[src/hdl/csvs_pkg.sv]
`default_nettype none

package csvs_pkg;

  // Fixed field widths of the ports.
  localparam int unsigned ENTRY_W    = 6;
  localparam int unsigned FIX_IN_W   = 8;
  localparam int unsigned STATUS_W   = 2;
  localparam int unsigned CFG_IDX_W  = 2;
  localparam int unsigned CFG_DATA_W = 7;

  // Operation codes.
  localparam logic OP_ALLOC = 1'b0;
  localparam logic OP_SET   = 1'b1;

  // Result status codes.
  localparam logic [STATUS_W-1:0] STAT_OK          = 2'd0;
  localparam logic [STATUS_W-1:0] STAT_NO_UNFIXED  = 2'd1;
  localparam logic [STATUS_W-1:0] STAT_UNSUPPORTED = 2'd2;

  // Configuration register indexes.
  localparam logic [CFG_IDX_W-1:0] CFG_PAGE_SIZE  = 2'd0;
  localparam logic [CFG_IDX_W-1:0] CFG_TRAIN_SIZE = 2'd1;
  localparam logic [CFG_IDX_W-1:0] CFG_BULK_FLUSH = 2'd2;

  typedef enum logic [1:0] {
    S_CLEAR,
    S_IDLE,
    S_DECODE,
    S_SCAN
  } csvs_state_e;

  typedef enum logic [3:0] {
    CMD_NONE,
    CMD_CLEAR,
    CMD_LOAD,
    CMD_SET,
    CMD_UNSUP,
    CMD_EMPTY,
    CMD_FIRST,
    CMD_STEP,
    CMD_EXHAUST,
    CMD_VICTIM
  } csvs_cmd_e;

  typedef struct packed {
    logic is_set;
    logic bulk;
    logic n_zero;
    logic victim;
    logic last;
    logic clear_last;
  } csvs_stat_t;

endpackage

`default_nettype wire

[src/hdl/csvs_ctrl.sv]
`default_nettype none

module csvs_ctrl import csvs_pkg::*; (
  input  wire logic       clk_i,
  input  wire logic       rst_ni,
  input  wire logic       start_i,
  input  wire csvs_stat_t stat_i,
  output csvs_cmd_e       cmd_o,
  output logic            busy_o
);

  csvs_state_e state_q, state_d;

  always_ff @(posedge clk_i or negedge rst_ni) begin
    if (!rst_ni) begin
      state_q <= S_CLEAR;
    end else begin
      state_q <= state_d;
    end
  end

  always_comb begin
    state_d = state_q;
    cmd_o   = CMD_NONE;
    busy_o  = 1'b1;
    unique case (state_q)
      S_CLEAR: begin
        cmd_o = CMD_CLEAR;
        if (stat_i.clear_last) begin
          state_d = S_IDLE;
        end
      end
      S_IDLE: begin
        busy_o = 1'b0;
        if (start_i) begin
          cmd_o   = CMD_LOAD;
          state_d = S_DECODE;
        end
      end
      S_DECODE: begin
        if (stat_i.is_set) begin
          cmd_o   = CMD_SET;
          state_d = S_IDLE;
        end else if (stat_i.bulk) begin
          cmd_o   = CMD_UNSUP;
          state_d = S_IDLE;
        end else if (stat_i.n_zero) begin
          cmd_o   = CMD_EMPTY;
          state_d = S_IDLE;
        end else begin
          cmd_o   = CMD_FIRST;
          state_d = S_SCAN;
        end
      end
      S_SCAN: begin
        if (stat_i.victim) begin
          cmd_o   = CMD_VICTIM;
          state_d = S_IDLE;
        end else if (stat_i.last) begin
          cmd_o   = CMD_EXHAUST;
          state_d = S_IDLE;
        end else begin
          cmd_o = CMD_STEP;
        end
      end
      default: begin
        state_d = S_CLEAR;
      end
    endcase
  end

endmodule

`default_nettype wire

[src/hdl/csvs_dp.sv]
`default_nettype none

module csvs_dp import csvs_pkg::*; #(
  parameter int MAX_ENTRIES    = 64,
  parameter int FIX_COUNT_BITS = 8
) (
  input  wire logic                  clk_i,
  input  wire logic                  rst_ni,
  input  wire csvs_cmd_e             cmd_i,
  output csvs_stat_t                 stat_o,
  input  wire logic                  op_i,
  input  wire logic                  pool_i,
  input  wire logic [ENTRY_W-1:0]    entry_index_i,
  input  wire logic [FIX_IN_W-1:0]   fix_count_i,
  input  wire logic                  referenced_i,
  input  wire logic                  modified_i,
  input  wire logic                  holds_key_i,
  input  wire logic                  cfg_we_i,
  input  wire logic [CFG_IDX_W-1:0]  cfg_idx_i,
  input  wire logic [CFG_DATA_W-1:0] cfg_wdata_i,
  output logic                       done_o,
  output logic [STATUS_W-1:0]        status_o,
  output logic [ENTRY_W-1:0]         victim_index_o,
  output logic                       flush_needed_o,
  output logic                       delete_needed_o
);

  localparam int IDX_W  = $clog2(MAX_ENTRIES);
  localparam int DEPTH  = 2 * MAX_ENTRIES;
  localparam int AW     = $clog2(DEPTH);
  localparam int NB     = $clog2(MAX_ENTRIES + 1);
  localparam int SZ_W   = (NB > CFG_DATA_W) ? NB : CFG_DATA_W;
  localparam int CNT_W  = SZ_W + 1;
  localparam int DW     = FIX_COUNT_BITS + 3;

  // Captured item.
  logic                op_q, pool_q, ref_q, mod_q, key_q;
  logic [ENTRY_W-1:0]  idx_q;
  logic [FIX_IN_W-1:0] fix_q;

  // Configuration.
  logic [CFG_DATA_W-1:0] page_sz_q, train_sz_q;
  logic                  bulk_q;

  // Scan state.
  logic [SZ_W-1:0]  hand_q [2];
  logic [SZ_W-1:0]  v_q;
  logic [CNT_W-1:0] cnt_q;
  logic [AW-1:0]    clr_q;

  // Entry store and its read path.
  logic [DW-1:0] mem [DEPTH];
  logic [DW-1:0] rd_q, byp_q;
  logic          byp_hit_q;

  // Result registers.
  logic                done_q, flush_q, del_q;
  logic [STATUS_W-1:0] status_q;
  logic [ENTRY_W-1:0]  vic_q;

  logic [CFG_DATA_W-1:0]     cfg_n;
  logic [SZ_W-1:0]           n, hand, v0, v_inc, v_next, rpos;
  logic [CNT_W-1:0]          last_cnt;
  logic [DW-1:0]             entry, wdata;
  logic [FIX_COUNT_BITS-1:0] e_fix;
  logic                      e_ref, e_dirty, e_key, e_free;
  logic [AW-1:0]             base, waddr, raddr, scan_addr;
  logic                      we, re, set_ok, emit;

  assign cfg_n = pool_q ? train_sz_q : page_sz_q;
  assign n     = (SZ_W'(cfg_n) > SZ_W'(MAX_ENTRIES)) ? SZ_W'(MAX_ENTRIES) : SZ_W'(cfg_n);
  assign hand  = hand_q[pool_q];
  // A hand left outside a shrunk pool restarts the scan at entry zero.
  assign v0     = (hand >= n) ? '0 : hand;
  assign v_inc  = v_q + SZ_W'(1);
  assign v_next = (v_inc == n) ? '0 : v_inc;
  assign last_cnt = {n, 1'b0} - CNT_W'(1);

  // The write of the previous cycle is forwarded when it hit the address just read.
  assign entry   = byp_hit_q ? byp_q : rd_q;
  assign e_fix   = entry[DW-1:3];
  assign e_ref   = entry[2];
  assign e_dirty = entry[1];
  assign e_key   = entry[0];
  assign e_free  = (e_fix == '0);

  assign base      = pool_q ? AW'(MAX_ENTRIES) : '0;
  assign scan_addr = base + AW'(v_q[IDX_W-1:0]);
  assign rpos      = (cmd_i == CMD_FIRST) ? v0 : v_next;
  assign raddr     = base + AW'(rpos[IDX_W-1:0]);
  assign set_ok    = (32'(idx_q) < MAX_ENTRIES);

  always_comb begin
    we    = 1'b0;
    waddr = clr_q;
    wdata = '0;
    case (cmd_i)
      CMD_CLEAR: begin
        we = 1'b1;
      end
      CMD_SET: begin
        we    = set_ok;
        waddr = base + AW'(IDX_W'(idx_q));
        wdata = {FIX_COUNT_BITS'(fix_q), ref_q, mod_q, key_q};
      end
      CMD_STEP, CMD_EXHAUST: begin
        // An unfixed, referenced entry gets its second chance.
        we    = e_free & e_ref;
        waddr = scan_addr;
        wdata = {e_fix, 1'b0, e_dirty, e_key};
      end
      CMD_VICTIM: begin
        we    = 1'b1;
        waddr = scan_addr;
      end
      default: begin
        we = 1'b0;
      end
    endcase
  end

  assign re   = (cmd_i == CMD_FIRST) || (cmd_i == CMD_STEP);
  assign emit = (cmd_i == CMD_SET) || (cmd_i == CMD_UNSUP) || (cmd_i == CMD_EMPTY) ||
                (cmd_i == CMD_EXHAUST) || (cmd_i == CMD_VICTIM);

  always_ff @(posedge clk_i) begin
    if (we) begin
      mem[waddr] <= wdata;
    end
    if (re) begin
      rd_q <= mem[raddr];
    end
    byp_q <= wdata;
  end

  always_ff @(posedge clk_i or negedge rst_ni) begin
    if (!rst_ni) begin
      byp_hit_q  <= 1'b0;
      clr_q      <= '0;
      done_q     <= 1'b0;
      hand_q[0]  <= '0;
      hand_q[1]  <= '0;
      page_sz_q  <= 7'd64;
      train_sz_q <= 7'd64;
      bulk_q     <= 1'b0;
    end else begin
      byp_hit_q <= re && we && (raddr == waddr);
      done_q    <= emit;
      if (cmd_i == CMD_CLEAR) begin
        clr_q <= clr_q + AW'(1);
      end
      if (cmd_i == CMD_VICTIM) begin
        hand_q[pool_q] <= v_next;
      end
      if (cfg_we_i) begin
        unique case (cfg_idx_i)
          CFG_PAGE_SIZE:  page_sz_q  <= cfg_wdata_i;
          CFG_TRAIN_SIZE: train_sz_q <= cfg_wdata_i;
          CFG_BULK_FLUSH: bulk_q     <= cfg_wdata_i[0];
          default:        bulk_q     <= bulk_q;
        endcase
      end
    end
  end

  always_ff @(posedge clk_i) begin
    if (cmd_i == CMD_LOAD) begin
      op_q   <= op_i;
      pool_q <= pool_i;
      idx_q  <= entry_index_i;
      fix_q  <= fix_count_i;
      ref_q  <= referenced_i;
      mod_q  <= modified_i;
      key_q  <= holds_key_i;
    end
    if (cmd_i == CMD_FIRST) begin
      v_q   <= v0;
      cnt_q <= '0;
    end else if (cmd_i == CMD_STEP) begin
      v_q   <= v_next;
      cnt_q <= cnt_q + CNT_W'(1);
    end
    if (emit) begin
      vic_q   <= '0;
      flush_q <= 1'b0;
      del_q   <= 1'b0;
      case (cmd_i)
        CMD_SET:   status_q <= STAT_OK;
        CMD_UNSUP: status_q <= STAT_UNSUPPORTED;
        CMD_VICTIM: begin
          status_q <= STAT_OK;
          vic_q    <= v_q[ENTRY_W-1:0];
          del_q    <= e_key;
          flush_q  <= e_key & e_dirty;
        end
        default:   status_q <= STAT_NO_UNFIXED;
      endcase
    end
  end

  assign stat_o.is_set     = (op_q == OP_SET);
  assign stat_o.bulk       = bulk_q;
  assign stat_o.n_zero     = (n == '0);
  assign stat_o.victim     = e_free & ~e_ref;
  assign stat_o.last       = (cnt_q == last_cnt);
  assign stat_o.clear_last = (clr_q == AW'(DEPTH - 1));

  assign done_o          = done_q;
  assign status_o        = status_q;
  assign victim_index_o  = vic_q;
  assign flush_needed_o  = flush_q;
  assign delete_needed_o = del_q;

endmodule

`default_nettype wire

[src/hdl/clock_second_chance_victim_select_top.sv]
`default_nettype none

// Second-chance (clock) victim selection over a page pool and a train pool.
//
// Input channel: an input word (op, pool, entry fields) is taken at a rising edge
// where start_i is high and busy_o is low. A set-entry word loads one entry's fix
// count and marks. An allocate word scans the chosen pool from its clock hand,
// clearing reference bits of unfixed entries, and picks the first unfixed,
// unreferenced entry; that entry is cleared and the hand moves past it.
// Result channel: every word gives one result word, shown for exactly one cycle
// with done_o high. The receiver cannot stall, so results never wait.
// Set entry, bulk flush mode and an empty pool are answered from the decode state,
// through the result register to done_o. An allocate goes on to a scan that visits
// at most twice the pool size of entries (one entry per cycle through the entry
// memory's single read port). The block takes one word at a time.
// Configuration: cfg_we_i writes register cfg_idx_i at a rising edge, with no
// wait. Write it only while the block is idle.
// Reset: after rst_ni rises a clearing pass zeroes all 2*MAX_ENTRIES words of the
// entry memory; busy_o is high during the pass. Configuration returns to pool
// sizes of 64 and bulk flush off, and both clock hands go to zero.

module clock_second_chance_victim_select_top import csvs_pkg::*; #(
  parameter int MAX_ENTRIES    = 64,
  parameter int FIX_COUNT_BITS = 8
) (
  input  wire logic                  clk_i,
  input  wire logic                  rst_ni,
  input  wire logic                  start_i,
  output logic                       busy_o,
  input  wire logic                  op_i,
  input  wire logic                  pool_i,
  input  wire logic [ENTRY_W-1:0]    entry_index_i,
  input  wire logic [FIX_IN_W-1:0]   fix_count_i,
  input  wire logic                  referenced_i,
  input  wire logic                  modified_i,
  input  wire logic                  holds_key_i,
  input  wire logic                  cfg_we_i,
  input  wire logic [CFG_IDX_W-1:0]  cfg_idx_i,
  input  wire logic [CFG_DATA_W-1:0] cfg_wdata_i,
  output logic                       done_o,
  output logic [STATUS_W-1:0]        status_o,
  output logic [ENTRY_W-1:0]         victim_index_o,
  output logic                       flush_needed_o,
  output logic                       delete_needed_o
);

  // The controller sequences clearing, decoding and the scan; the datapath holds
  // the entry memory, the hands, configuration and the result word.
  csvs_cmd_e  cmd;
  csvs_stat_t stat;

  csvs_ctrl u_ctrl (
    .clk_i   (clk_i),
    .rst_ni  (rst_ni),
    .start_i (start_i),
    .stat_i  (stat),
    .cmd_o   (cmd),
    .busy_o  (busy_o)
  );

  csvs_dp #(
    .MAX_ENTRIES    (MAX_ENTRIES),
    .FIX_COUNT_BITS (FIX_COUNT_BITS)
  ) u_dp (
    .clk_i           (clk_i),
    .rst_ni          (rst_ni),
    .cmd_i           (cmd),
    .stat_o          (stat),
    .op_i            (op_i),
    .pool_i          (pool_i),
    .entry_index_i   (entry_index_i),
    .fix_count_i     (fix_count_i),
    .referenced_i    (referenced_i),
    .modified_i      (modified_i),
    .holds_key_i     (holds_key_i),
    .cfg_we_i        (cfg_we_i),
    .cfg_idx_i       (cfg_idx_i),
    .cfg_wdata_i     (cfg_wdata_i),
    .done_o          (done_o),
    .status_o        (status_o),
    .victim_index_o  (victim_index_o),
    .flush_needed_o  (flush_needed_o),
    .delete_needed_o (delete_needed_o)
  );

endmodule

`default_nettype wire

[config.mk]
export PLATFORM = sky130hd
export DESIGN_NAME = clock_second_chance_victim_select_top
export DESIGN_NICKNAME = d
export VERILOG_FILES = /design/src/hdl/csvs_pkg.sv /design/src/hdl/csvs_ctrl.sv /design/src/hdl/csvs_dp.sv /design/src/hdl/clock_second_chance_victim_select_top.sv
export SDC_FILE = /design/constraint.sdc
export NUM_CORES = 2
export LEC_CHECK = 0
export BUFFER_PORTS_ARGS = -buffer_cell sky130_fd_sc_hd__buf_4
export CAP_MARGIN = 20
export CORE_MARGIN = 5
export CORE_UTILIZATION = 55
export DETAILED_ROUTE_END_ITERATION = 8
export HOLD_SLACK_MARGIN = 0.12
export PLACE_DENSITY = 0.72
export SLEW_MARGIN = 40
export SYNTH_ARGS = -nofsm -noshare
export SYNTH_HDL_FRONTEND = slang
export SYNTH_HIERARCHICAL = 1
export SYNTH_SLANG_ARGS = --single-unit
[constraint.sdc]
create_clock -name clk_i -period 10.3 [get_ports clk_i]
set_input_delay 1.545 -clock clk_i [delete_from_list [all_inputs] [get_ports clk_i]]
set_output_delay 1.545 -clock clk_i [all_outputs]
set_load 0.02 [all_outputs]
; Word level (Yosys, flattened, before mapping)
; Memory sizes are Yosys's and may differ from the RTL's. A register that Yosys moved wholly into a read port is not among the register bits.
; Cells that the tools add are included.
[op_classes]
n_mux = 37
n_lt_le_gt_ge = 4
eq_ne = 21
n_reduce_logical = 21
add_sub_neg = 7
bitwise_logic = 5
[ops]
columns = operator, count
row1 = two-way mux 7 bit, 11
row2 = one-hot mux 11 bit (2 select lines), 1
row3 = adder 7 x 6 -> 7 bit, 3
row4 = two-way mux 2 bit, 9
row5 = == test 4 x 3 -> 1 bit (second input constant), 4
row6 = two-way mux 4 bit, 4
row7 = one-hot mux 4 bit (4 select lines), 1
row8 = adder 7 x 1 -> 7 bit (second input constant), 2
row9 = bitwise mux 14 bit, 1
row10 = == test 7 bit, 2
row11 = one-hot mux 7 bit (2 select lines), 1
row12 = two-way mux 11 bit, 1
row13 = adder 8 x 1 -> 8 bit (second input constant), 1
row14 = == test 4 x 2 -> 1 bit (second input constant), 2
row15 = == test 4 bit (second input constant), 2
row16 = == test 8 bit, 1
row17 = logical NOT 8 bit, 1
row18 = one-hot mux 2 bit (4 select lines), 1
row19 = subtractor 8 x 1 -> 8 bit (second input constant), 1
row20 = demux 7 bit (select 1 bit), 1
row21 = == test 7 bit (second input constant), 1
row22 = >= comparator 7 bit, 1
row23 = > comparator 7 bit (second input constant), 1
row24 = logical NOT 7 bit, 1
row25 = other kinds (22), 41
[totals]
ram_bits = 1408
register_bits = 95
mem_count = 1
output_inout_bits = 12
elab_cells = 119
input_bits = 32
[mem_list]
columns = memory, words, width, rd, rd_ports_with_merged_regs, wr, line
row1 = u_dp.mem, 128, 11, 1, 1, 1, csvs_dp.sv:52  ; logic [DW-1:0] mem [DEPTH];

; Logic depth before layout (Yosys ltp)
[logic_depth]
word_depth = 13
mapped_depth = 30
depth_no_buf = 26

; By module
; The synthesis kept the hierarchy.
[by_module_without_submodules]
columns = mod, seq_area_each_um2, cells_per_inst, area_each_um2, n_inst
row1 = csvs_dp, 45025.7, 4422, 61773.0, 1
row2 = csvs_ctrl, 50.0, 30, 234.0, 1

; Least setup slack after synthesis
; OpenSTA, ideal clock, no wires.
[synth_timing]
path_type = flip-flop to flip-flop
from = register u_dp.pool_q
to = memory u_dp/mem[0][0] (netlist name), data pin
period_less_slack_ps = 10730
setup_ps = 1205
stages_incl_launch_ff = 22
required_ps = 9095
t_arrival_ps = 9525
setup_slack_ps = -430
path_buffers = 1
cell_sequence = edfxtp_1 > or4_1 > o41a_1 > nor2_1 > inv_1 > ha_1 > nand3b_1 > o21ai_0 > nand2_1 > o21ai_0 > a21oi_1 > nor3_1 > nor2_1 > nand2_1 > a31oi_1 > inv_1 > or2_2 > inv_1 > nand2_1 > o31a_1 > clkbuf_1 > o21ai_0
[synth_lines]
columns = element, line
row1 = "start, declared", csvs_dp.sv:37  ; logic op_q, pool_q, ref_q, mod_q, key_q;
row2 = "start signal, assigned", csvs_dp.sv:169  ; pool_q <= pool_i;
row3 = "end, declared", csvs_dp.sv:52

==> qor.yml <==
pwr:
  power_leakage_nw: 23.6
  clockPowerShare: 0.305
  switchingPower_mw: 5.83
  max-vdd-ir-drop_uv: 195
  seqPwrFrac: 0.437
  p_int_mw: 11.8
  power_density_nw_per_um2: 254
  comb_power_share: 0.258
  p_sw_frac: 0.331
  p_total_mw: 17.6
synth:
  ys_ff_latch: 1514
  synth_compound_area_frac: 0.0866
  synth_top_family_by_area: "simple AND/OR/NAND/NOR gates"
  synthMuxAreaShare: 0.0376
  netlist_area_um2: 62000
  synth_ff_type: "edfxtp_1"
  synth_top_area_frac: 0.705
  synth_top_area_cell: "edfxtp_1"
  synthAdderAreaFrac: 0.00303
  async_reset_ff_frac: 0.0264
  synthCells: 4452
  yosys.area_share.simple: 0.119
  syn_area_per_cell_um2: 13.9
  synth_edf_count: 1455
  synth_xor_area_frac: 0.00450
  ys_types: 80
  synthTopCellsByArea: "edfxtp_1, nand2_1, mux2i_1"
  yosys_warnings: 6
  syn_nets: 4499
  seq_area_frac_synth: 0.727
route:
  wl_um: 171000
  ant_nets: 0
  vias_per_cell: 6.55
  drtIter0Drc: 5846
  drt-pass1-iter-count: 6
  vias: 39900
  drc: 0
  routedWlPerCell_um: 28.1
sta:
  setup_viol: 0
  fmaxAchievable_mhz: 104
  min_period_over_period: 0.937
  relSlewSlack: 0.407
  fin_setup_tns_ns: 0
  fin_skew_ns: 0.0304
  rsz0062_at_grt: "false"
  hold_viol: 0
  tightest_slew_ns: 0.867
  period_needed_ns: 9.65
  slew_viol_final: 0
worst_setup_path:
  cpPeakStageDelay_ns: 0.77
  required_ns: 10.87
  cpMostUsedCell: "nand2_1"
  slowest_stage: "a2111oi_0"
  path_class: "reg -> reg"
  crit_path_max_fanout: 100
  crit_arrival_ns: 10.22
  worstSetupEndpointType: "flip-flop"
  cp-start-kind: "flip-flop"
outcome:
  status: "complete, no violations"
floorplanning:
  initial_core_util: 0.553
  die_area_um2: 120000
  die_x_um: 346
  rows: 123
  io_pins: 44
  core_um2: 112000
  die_h_um: 346
placement:
  gp_congestion: 0.927
  dp_hpwl_um: 102000
  io_buffers: 43
  post_dp_cell_area_um2: 64600
final_layout:
  fin_util: 0.619
  nNetsFinal: 4512
  drive_gt1_frac: 0.132
  area_delta_synth_final_pct: 12.0
  design_area_um2: 69400
clock_network:
  clkSinkCount: 1514
  cts_tree: "done"
  htreeDepth: 4
  cts_made_buffers: 154
  clk_pin_slew_ns: 0.06
  ctsResizeCount: 0
  cts_setup_buffers: 0
  clk_latency_ns: 0.76
  cts_hold_buf: 0
  clockBufferDepth: 3
  cts-root-buf: "clkbuf_16"
global_routing:
  grt_pass1_vias: 38000
  grt_pass1_wl_um: 252000
  grt.total_usage: 0.279
  antenna_found_initial: 2
  grt.overflow.total: 0
  grt_max_degree: 163
run:
  cap_violations: 0
worst_hold_path:
  hold_path_class: "reg -> reg"
==> layout by cell type, fill, tap and decap left out, types with 21 or more instances in the layout <==
master,Yosys,routed
nor2_1,227,119
o211ai_1,52,52
mux2_2,55,55
a31oi_1,70,70
clkbuf_1,186,39
a211oi_1,181,181
clkinv_2,0,26
nor3_1,44,41
nor2_2,0,108
a311oi_1,70,70
a311o_1,27,27
a21oi_1,59,57
nand3_1,234,232
edfxtp_1,1455,1455
nand4_1,27,27
a2111oi_0,23,22
a211o_1,21,21
and3_1,204,204
dfrtp_1,38,38
o21ai_0,101,91
clkinv_1,1,29
nand2_1,762,759
mux2i_1,171,171
buf_4,9,135
and4_1,30,30
clkbuf_16,0,158
==> stage by stage <==
step           setup slack [ns]  cells  hold WS (ns)
2_1_floorplan            -0.430   4452         0.443
3_3_place_gp               1.13   5800         0.455
3_5_place_dp               1.00   5808         0.464
4_1_cts                   0.942   6084         0.479
5_1_grt                  0.0530   6085         0.504
6_report                  0.646   6089         0.474
==> kinds of logic (layout without fill, tap and decap cells) <==
group,Yosys count,in the layout
compound gates,727,727
xor+xnor,31,31
fa+ha+maj,15,15
buf+inv,327,460
flops,1514,1514
mux,226,226
other cells,0,4
simple gates,1612,1612
==> critical path, delay by kind of cell, from the launching register on <==
kind                     cells  cell delay (ns)
AO/OA/AOI/OAI               11             3.95
adder cells (fa/ha/maj)      1             0.26
buffers and inverters        4             1.76
flip-flops                   1             0.76
multiplexers                 1             0.43
AND/OR/NAND/NOR             11             2.09
==> worst paths after layout <==
kind / start / to / slack (ns) / cells past startpoint
max in group asynchronous: rst_ni / u_dp/page_sz_q[6]$_DFFE_PN1P_ / 9.16 / 1
min reg2reg: u_dp/hand_q[0]$_DFFE_PN0P_ / u_dp/hand_q[0]$_DFFE_PN0P_ / 0.47 / 2
min in group asynchronous: rst_ni / u_dp/done_o$_DFF_PN0_ / 0.77 / 1
max reg2reg: u_dp/pool_q$_DFFE_PN_ / u_dp/rd_q[10]$_DFFE_PN_ / 0.65 / 28
max: u_dp/pool_q$_DFFE_PN_ / u_dp/rd_q[10]$_DFFE_PN_ / 0.65 / 28
min: u_dp/hand_q[0]$_DFFE_PN0P_ / u_dp/hand_q[0]$_DFFE_PN0P_ / 0.47 / 2
==> Yosys cell counts (14+ instances only) <==
cell type and instances:
a2111oi_0 23, a211o_1 21, a211oi_1 181, a21oi_1 59
a22oi_1 14, a311o_1 27, a311oi_1 70, a31oi_1 70
and2_1 15, and3_1 204, and4_1 30, buf_1 24
buf_2 82, clkbuf_1 186, dfrtp_1 38, dfxtp_1 19
edfxtp_1 1455, ha_1 15, inv_1 19, mux2_2 55
mux2i_1 171, nand2_1 762, nand3_1 234, nand4_1 27
nor2_1 227, nor3_1 44, o211ai_1 52, o21ai_0 101
o31ai_1 15, xnor2_1 17
==> per-layer routing <==
| metal | track usage | part of all wire | vias up |
|---|---|---|---|
| met2 | 0.430 | 0.46 | 2481 |
| met4 | 0.111 | 0.043 | 0 |
| li1 | - | - | 17100 |
| met5 | 0 | 0 | - |
| met1 | 0.388 | 0.38 | 19900 |
| met3 | 0.0665 | 0.12 | 381 |
==> flip-flops by register name, summed over array words and instances, names as in the netlist, 2 cells and up <==
| signal | cells |
|---|---|
| u_ctrl/state_q | 2 |
| u_dp/byp_q | 11 |
| u_dp/clr_q | 7 |
| u_dp/cnt_q | 8 |
| u_dp/fix_q | 8 |
| u_dp/hand_q | 14 |
| u_dp/idx_q | 6 |
| u_dp/mem | 1408 |
| u_dp/page_sz_q | 7 |
| u_dp/rd_q | 11 |
| u_dp/status_o | 2 |
| u_dp/train_sz_q | 7 |
| u_dp/v_q | 7 |
| u_dp/victim_index_o | 6 |
==> power groups by stage <==
stage	logic, mW	clock network (mW)	registers (mW)
final	4.55	5.37	7.71
after global routing	4.75	5.67	7.73
after CTS	4.43	5.43	7.71
after detailed placement	4.41	0	7.83
after global placement	4.22	0	7.84
after floorplan	2.53	0	8.00
==> final cells by class <==
| cell class | count | area (um2) |
|---|---|---|
| flip-flops and latches | 1514 | 45100 |
| fillers | 8080 | 42700 |
| multi-input cells | 2611 | 16100 |
| clock buffers | 200 | 4140 |
| well taps | 1500 | 1880 |
| repair buffers | 160 | 1440 |
| clock inverters | 76 | 676 |
| inverters | 24 | 105 |
| diodes | 4 | 10.0 |
Power figures use the tool's default switching activity.
